<file path="src/hdl/merco_mod.sv">
`timescale 1ns / 1ps
// ----------------------------------------------------------------------------
// merco_mod
// Remainder of the magnitude of a signed word by a 16-bit modulus, four
// quotient bits per cycle.
// ----------------------------------------------------------------------------
module merco_mod (
  input  logic        clk_i,
  input  logic        rst_ni,
  input  logic        start_i,
  input  logic [31:0] value_i,
  input  logic [15:0] modulus_i,
  output logic        done_o,
  output logic [15:0] rem_o
);

  logic        busy_q, done_q;
  logic [2:0]  cnt_q;
  logic [31:0] num_q;
  logic [15:0] rem_q, rem_d;

  always_comb begin
    logic [16:0] t;
    logic [15:0] r;
    r = rem_q;
    for (int i = 0; i < 4; i++) begin
      t = {r, num_q[31-i]};
      if (t >= {1'b0, modulus_i}) begin
        t = t - {1'b0, modulus_i};
      end
      r = t[15:0];
    end
    rem_d = r;
  end

  always_ff @(posedge clk_i or negedge rst_ni) begin
    if (!rst_ni) begin
      busy_q <= 1'b0;
      done_q <= 1'b0;
      cnt_q  <= '0;
    end else begin
      done_q <= 1'b0;
      if (start_i) begin
        busy_q <= 1'b1;
        cnt_q  <= '0;
      end else if (busy_q) begin
        cnt_q <= cnt_q + 3'd1;
        if (&cnt_q) begin
          busy_q <= 1'b0;
          done_q <= 1'b1;
        end
      end
    end
  end

  always_ff @(posedge clk_i) begin
    if (start_i) begin
      num_q <= value_i[31] ? (~value_i + 32'd1) : value_i;
      rem_q <= '0;
    end else if (busy_q) begin
      num_q <= {num_q[27:0], 4'b0};
      rem_q <= rem_d;
    end
  end

  assign done_o = done_q;
  assign rem_o  = rem_q;

endmodule

</file>
<file path="config.mk">
export PLATFORM = sky130hd
export DESIGN_NAME = merco_mod
export DESIGN_NICKNAME = d
export VERILOG_FILES = /design/src/hdl/merco_mod.sv
export SDC_FILE = /design/constraint.sdc
export NUM_CORES = 1
export LEC_CHECK = 0
export BUFFER_PORTS_ARGS = -buffer_cell sky130_fd_sc_hd__buf_2
export CORE_MARGIN = 3
export CORE_UTILIZATION = 55
export CTS_BUF_LIST = sky130_fd_sc_hd__clkbuf_16
export DETAILED_ROUTE_END_ITERATION = 10
export HOLD_SLACK_MARGIN = 0.1
export MAX_ROUTING_LAYER = met4
export PLACE_DENSITY = 0.79
export SYNTH_ARGS = -nofsm -noshare
export SYNTH_HDL_FRONTEND = slang
export SYNTH_SLANG_ARGS = --single-unit
</file>
<file path="constraint.sdc">
create_clock -name clk_i -period 12.35 [get_ports clk_i]
set_input_delay 1.235 -clock clk_i [delete_from_list [all_inputs] [get_ports clk_i]]
set_output_delay 1.235 -clock clk_i [all_outputs]
set_load 0.05 [all_outputs]
</file>
==> impl_metrics.yaml, run 1 <==
final_layout:
  drive_gt1_share_pct: 14.3
  nNetsFinal: 967
  mostFrequentLayoutCells: "nor2_1 (84), a21oi_1 (77), ha_1 (67), buf_2 (67), inv_1 (54)"
  design_area_um2: 7090
  area_growth_pct: 9.57
  finalNonFillerCells: 986
  diodes: 0
  final_common_cell: "nor2_1"
clock_network:
  h-tree-depth: 2
  clk_pin_slew_ns: 0.07
  cts_buffers: 5
  cts.sink_count: 53
  clockBufferDepth: 2
  postCtsHoldBufs: 0
  cts_tree: "done"
  clk_latency_ns: 0.31
  root_buffer: "clkbuf_16"
critical_path:
  timing.rr.start: "rem_o[7]"
  slowest_stage: "and2_1"
  critical-path-top-delay-family: "compound AO/OA/AOI/OAI gates"
  reg2regPathDepth: 38
  required_ns: 12.54
  worstSetupPathType: "in2reg"
  r2r_end: "rem_o[3]"
  crit_start: "modulus_i[8]"
  endpoint_kind: "register"
  cp.arrival_ns: 11.80
  critPathMaxStageDelay_ns: 0.46
  startpoint_type: "input pin"
  critPathBufInv: 6
  crit_fanout: 13
  rrSetupSlack_ns: 1.57
detailed_routing:
  drt-total-wl_um: 18700
  drtPass1Iterations: 5
  vias: 6224
  wl_per_cell_um: 18.9
  via_per_inst: 6.31
  drtIter0Drc: 563
  ant_nets: 0
  drc_errors: 0
place:
  io_buffer_count: 67
  postPlaceCellArea_um2: 6930
  dp_cells: 978
  place_ws_ns: 0.297
  hpwlAfterDp_um: 15300
  globalplace.congestion: 1.04
logic_synthesis:
  synth_edf_count: 32
  async_flop_share_pct: 9.43
  synth-seq-area-share_pct: 21.7
  synth_top_cell_by_area: "edfxtp_1"
  synth.avg_cell_area_um2: 8.18
  yosys_register_bits: 53
  synth_top_area_share_pct: 14.8
  synth_nets: 913
  syn_area_um2: 6470
  netlist_top_cells_area: "edfxtp_1 (15%), ha_1 (13%), a21oi_1 (6.0%)"
  synth_warnings: 0
  synth_cell_types: 71
  syn_inst: 791
  synthFlopType: "edfxtp_1"
floorplanning:
  start_util_pct: 57.9
  core_area_um2: 11200
  dieArea_um2: 13100
  fp-row-count: 38
  ios: 68
  fp.dieW_um: 114
  die_h_um: 114
timing:
  clock_skew_ns: 0.00764
  period_minus_slack_ns: 11.61
  fin_crit_sh_pct: 94.0
  finalSetupViolCount: 0
  relSlewSlack_pct: 19.0
  fin_ws_ns: 0.739
  worstMarginPinSlew_ns: 1.21
  max_freq_mhz: 86.1
  setup_tns_ns: 0
  drv_slew: 0
  grt_setup_unrepaired: "false"
  hold_viol: 0
global_route:
  antenna_found_initial: 0
  grt.total_usage_pct: 29.3
  grt_pass1_wl_um: 29900
  globalRouteOverflowTotal: 0
  grt_pass1_vias: 5831
  grt_max_degree: 83
flow_run:
  drv_cap: 0
worst_hold_path:
  hold_path_end: "cnt_q[1]"
  hold_class: "reg2reg"
  hp-start: "cnt_q[1]"
  hold-path-cell-count: 2
run_status:
  status: "completed"
-- per-layer routing --
metal	routed length (um)	up-vias	GRT usage, %
li1	-	3044	-
met1	8810	2877	42.3
met2	8210	277	43.9
met3	1370	26	4.18
met4	261	0	5.46
met5	0	-	-
-- tightest hold or removal path, delay by kind of cell (launching register included) --
family	cells	cell delay (ns)
flip-flops	1	0.35
AND/OR/NAND/NOR	1	0.08
multiplexers	1	0.07
-- how the worst max path moves through the flow --
stage / end / slack [ns] / cells past startpoint
floorplan: rem_o[0] / 1.57 / 45
global placement: rem_o[0] / 0.70 / 40
detailed placement: rem_o[0] / 0.30 / 40
CTS: rem_o[0] / 0.56 / 40
global route: rem_o[3] / 0.03 / 40
finish: rem_o[3] / 0.74 / 40
-- cells in the mapped netlist (7+ instances only) --
cell type,n
nor2_1,84
o21a_1,7
xor2_1,38
a21o_1,15
o31ai_1,21
nand4_1,10
a31oi_1,7
ha_1,67
clkbuf_1,17
nor3b_1,14
edfxtp_1,32
nand3_1,8
xnor2_1,39
mux2i_1,17
nor3_1,21
inv_1,54
dfxtp_1,16
mux2_2,19
nor2b_1,8
a41oi_1,10
nand2_1,46
nand2b_1,9
o21ai_0,37
a21oi_1,77
-- stage by stage --
step	utilization, %	hold WS, ns
2_1_floorplan	-	0.490
3_3_place_gp	62.0	0.507
3_5_place_dp	62.0	0.522
4_1_cts	63.3	0.541
5_1_grt	63.5	0.605
6_report	63.5	0.544
-- repair_timing --
| action | 4_1_cts | 5_1_grt |
|---|---|---|
| endpoints found under the setup margin | 0 | 16 |
| setup buffers | 0 | 0 |
| resized for setup | 0 | 4 |
-- kinds of logic (layout without fill, tap and decap cells) --
group                    Yosys count  after routing  share of synthesized area, %
AO/OA/AOI/OAI                    237            237                          24.5
XOR/XNOR                          77             77                          10.4
adder cells (fa/ha/maj)           71             71                          14.2
buffers and inverters             81            136                          4.81
flip-flops                        53             53                          21.7
multiplexers                      36             36                          5.93
AND/OR/NAND/NOR                  236            236                          18.4
-- state kept, by name (all words and copies together) (netlist names) --
register / count
num_q: 32
rem_o: 16
cnt_q: 3
busy_q: 1
done_o: 1
-- cell type report --
class | count | area [um^2]
clock inverters | 3 | 21.3
well taps | 140 | 175
flip-flops and latches | 53 | 1410
multi-input cells | 657 | 4770
inverters | 54 | 203
fillers | 965 | 4080
repair buffers | 74 | 388
clock buffers | 5 | 125
Power of run 1 is left out: the tool's default activity adds up to more than one toggle a clock period on the data nets, which glitch-free logic cannot reach.
==> run 2, diff against run 1 <==
clock period = 13.7 ns   (was 12.35 ns; I/O delays follow)
==> impl_metrics.yaml, run 2 (synthesized netlist as in run 1, its figures left out) <==
clock_network:
  clk_pin_slew_ns: 0.07
  cts_setup_buffers: 0
  ctsResizeCount: 0
  cts.sink_count: 53
  root_buffer: "clkbuf_16"
  cts_buffers: 5
  clockBufferDepth: 2
  cts_tree: "done"
  postCtsHoldBufs: 0
  clk_latency_ns: 0.30
  h-tree-depth: 2
timing:
  drv_slew: 0
  grt_setup_unrepaired: "false"
  setup_tns_ns: 0
  period_minus_slack_ns: 12.50
  clock_skew_ns: 0.00502
  worstMarginPinSlew_ns: 1.16
  finalSetupViolCount: 0
  max_freq_mhz: 80.0
  hold_viol: 0
  relSlewSlack_pct: 22.5
  fin_crit_sh_pct: 91.2
detailed_routing:
  vias: 6280
  drt-total-wl_um: 18900
  drtIter0Drc: 700
  via_per_inst: 6.38
  ant_nets: 0
  drc_errors: 0
  wl_per_cell_um: 19.2
  drtPass1Iterations: 5
final_layout:
  nFillCells: 988
  area_growth_pct: 9.37
  largest_reg_flops: 32
  nNetsFinal: 965
  final_common_cell: "nor2_1"
  mostFrequentLayoutCells: "nor2_1 (84), a21oi_1 (77), ha_1 (67), buf_2 (67), inv_1 (55)"
  drive_gt1_share_pct: 13.7
  diodes: 0
  regMostFlops: "num_q"
place:
  globalplace.congestion: 1.05
  io_buffer_count: 67
  hpwlAfterDp_um: 15400
critical_path:
  cp.arrival_ns: 12.69
  worstSetupPathType: "in2reg"
  endpoint_kind: "register"
  critPathMaxStageDelay_ns: 0.60
  slowest_stage: "o21ai_0"
  crit_fanout: 28
  startpoint_type: "input pin"
  required_ns: 13.89
global_route:
  grt_max_degree: 83
  globalRouteOverflowTotal: 0
  grt.total_usage_pct: 29.6
  antenna_found_initial: 0
  grt_pass1_vias: 5994
  grt_pass1_wl_um: 30100
floorplanning:
  die_h_um: 114
  start_util_pct: 57.9
  fp-row-count: 38
  dieArea_um2: 13100
  core_area_um2: 11200
  fp.dieW_um: 114
  ios: 68
worst_hold_path:
  hold_class: "reg2reg"
run_status:
  status: "completed"
flow_run:
  drv_cap: 0
## run 2: changes by cell type in the layout (fill, tap and decap cells not counted), sizes merged
cell / change
bufinv: +1
buf: -2
clkinvlp: -1
## run 2: path summary, 6_finish.rpt
path	start	cells past startpoint	slack (ns)	endpoint
setup / recovery	modulus_i[8]	43	1.20	rem_o[0]
hold / removal	cnt_q[0]	2	0.54	cnt_q[0]
setup reg to reg	rem_o[7]	41	2.12	rem_o[0]
hold reg to reg	cnt_q[0]	2	0.54	cnt_q[0]
max in group asynchronous	rst_ni	1	12.71	cnt_q[1]
min in group asynchronous	rst_ni	1	0.87	done_o
## run 2: routing by layer
layer	GRT usage (%)	up-vias	wire length (um)
met5	-	-	0
met4	6.10	0	302
met3	5.50	30	1590
met2	45.1	266	8470
met1	41.2	2939	8570
li1	-	3045	-
## run 2: through the flow
| stage | setup slack (ns) | hold slack (ns) | instances | utilization, % | cell area [um^2] |
|---|---|---|---|---|---|
| 6_report | 1.20 | 0.544 | 984 | 63.4 | 7080 |
| 5_1_grt | 0.357 | 0.589 | 984 | 63.4 | 7080 |
| 4_1_cts | 1.39 | 0.556 | 984 | 63.4 | 7080 |
| 3_5_place_dp | 1.14 | 0.536 | 976 | 61.9 | 6910 |
| 3_3_place_gp | 1.44 | 0.508 | 976 | 61.9 | 6910 |
| 2_1_floorplan | 2.78 | 0.490 | 791 | - | 6470 |
## run 2: worst max-delay path: cells and delay by family
kind | cells | cell delay [ns]
AOI/OAI and AO/OA | 19 | 5.29
and+or+nand+nor | 11 | 3.07
adders and majority gates | 4 | 1.22
buffers and inverters | 7 | 1.05
muxes | 2 | 0.65
## run 2: area by class of cell
class | count | area [um^2] | area share, %
clock inverters | 3 | 42.5 | 0.601
inverters | 54 | 203 | 2.86
repair buffers | 72 | 373 | 5.27
well taps | 140 | 175 | 2.47
multi-input cells | 657 | 4760 | 67.2
clock buffers | 5 | 125 | 1.77
flip-flops and latches | 53 | 1410 | 19.9
Power of run 2 is left out for the same reason.
==> run 3, diff against run 2 <==
ABC_AREA = 1   (was not set)
PLACE_DENSITY = 0.81   (was 0.79)
TNS_END_PERCENT = 1   (was not set)
==> impl_metrics.yaml, run 3 <==
run_status:
  status: "completed"
logic_synthesis:
  synth_top_cell_by_area: "nand2_1"
  syn_area_um2: 6880
  synth.avg_cell_area_um2: 6.56
  synth_edf_count: 32
  synth_cell_types: 50
  netlist_top_cells_area: "nand2_1 (17%), edfxtp_1 (14%), ha_1 (12%)"
  synth_nets: 1172
  synthFlopType: "edfxtp_1"
  synth_warnings: 0
  synth-seq-area-share_pct: 20.4
  yosys_register_bits: 53
  yosysMostFrequentCell: "nand2_1"
  async_flop_share_pct: 9.43
  syn_inst: 1050
  synth_top_area_share_pct: 16.6
  synthTopCellsByCount: "nand2_1 (305), inv_1 (148), nand3_1 (100)"
clock_network:
  ctsResizeCount: 0
  cts_buffers: 5
  clk_pin_slew_ns: 0.06
  clockBufferDepth: 2
  cts_setup_buffers: 0
  clk_latency_ns: 0.29
  postCtsHoldBufs: 0
  cts_tree: "done"
  h-tree-depth: 2
  root_buffer: "clkbuf_16"
  cts.sink_count: 53
detailed_routing:
  wl_per_cell_um: 15.5
  drc_errors: 0
  drtPass1Iterations: 5
  drtIter0Drc: 644
  ant_nets: 0
  via_per_inst: 5.56
  drt-total-wl_um: 19800
  vias: 7075
flow_run:
  drv_cap: 0
worst_hold_path:
  hold_class: "reg2reg"
  hp-start: "rem_o[3]"
final_layout:
  drive_gt1_share_pct: 10.7
  nNetsFinal: 1226
  final_common_cell: "nand2_1"
  largest_reg_flops: 32
  diodes: 0
  area_growth_pct: 8.60
  regMostFlops: "num_q"
  mostFrequentLayoutCells: "nand2_1 (305), inv_1 (148), nand3_1 (100)"
critical_path:
  slowest_stage: "a21oi_4"
  required_ns: 13.88
  crit_fanout: 27
  endpoint_kind: "register"
  critical-path-top-delay-family: "simple AND/OR/NAND/NOR gates"
  critPathBufInv: 7
  timing.rr.start: "rem_o[8]"
  crit_top_cell: "nand2_1"
  crit_start: "modulus_i[13]"
  startpoint_type: "input pin"
  worstSetupPathType: "in2reg"
  cp.arrival_ns: 9.51
  critPathMaxStageDelay_ns: 0.53
timing:
  max_freq_mhz: 107
  clock_skew_ns: 0.00695
  drv_slew: 0
  setup_tns_ns: 0
  finalSetupViolCount: 0
  period_minus_slack_ns: 9.33
  fin_crit_sh_pct: 68.1
  worstMarginPinSlew_ns: 1.18
  grt_setup_unrepaired: "false"
  relSlewSlack_pct: 21.0
  hold_viol: 0
floorplanning:
  core_area_um2: 12100
  fp-row-count: 40
  die_h_um: 118
  fp.dieW_um: 118
  dieArea_um2: 13900
  ios: 68
  start_util_pct: 56.8
global_route:
  globalRouteOverflowTotal: 0
  grt_pass1_vias: 6577
  grt_pass1_wl_um: 32100
  grt_max_degree: 36
  grt.total_usage_pct: 28.8
  antenna_found_initial: 0
place:
  io_buffer_count: 67
  hpwlAfterDp_um: 16100
  globalplace.congestion: 1.06
[run 3: per-stage QoR]
step | instance area, um^2 | cells | hold slack [ns] | util [%] | setup WS (ns)
global placement | 7340 | 1265 | 0.497 | 60.6 | 4.39
CTS | 7480 | 1273 | 0.510 | 61.7 | 4.56
finish | 7480 | 1273 | 0.509 | 61.7 | 4.37
floorplan | 6880 | 1050 | 0.483 | - | 5.55
detailed placement | 7340 | 1265 | 0.500 | 60.6 | 4.29
global route | 7480 | 1273 | 0.544 | 61.7 | 3.65
[run 3: cell families after synthesis]
| logic type | after synthesis | synth area share, % |
|---|---|---|
| buffers and inverters | 181 | 10.3 |
| AND/OR/NAND/NOR | 516 | 33.9 |
| XOR/XNOR | 74 | 9.41 |
| AO/OA/AOI/OAI | 155 | 12.7 |
| flip-flops | 53 | 20.4 |
| adder cells (fa/ha/maj) | 71 | 13.3 |
[run 3: worst paths after layout]
kind                       slack (ns)  cells past startpoint        end
setup reg to reg                 5.33                     46  rem_o[11]
hold reg to reg                  0.51                      2   rem_o[3]
max in group asynchronous       12.69                      1     busy_q
setup / recovery                 4.37                     48  rem_o[11]
hold / removal                   0.51                      2   rem_o[3]
min in group asynchronous        0.89                      1   cnt_q[1]
[run 3: worst min-delay path, delay by kind of cell, from the launching register on]
kind	cells	cell delay, ns
flops	1	0.35
simple gates	2	0.12
[run 3: routing by layer]
metal | wire (um) | up-vias | part of all wire [%] | track usage [%]
li1 | - | 3541 | - | -
met1 | 8490 | 3174 | 43 | 36.8
met4 | 602 | 0 | 3.0 | 9.38
met5 | 0 | - | 0 | -
met2 | 9160 | 311 | 46 | 47.1
met3 | 1500 | 49 | 7.6 | 4.42
[run 3: final cells by class]
class / count / area, um^2
inverter: 158 / 593
timing repair buffer: 70 / 358
clock buffer: 5 / 125
sequential: 53 / 1410
clock inverter: 3 / 12.5
fill: 1202 / 4640
multi-input combinational: 816 / 4770
tap: 168 / 210
Power of run 3 is left out for the same reason.
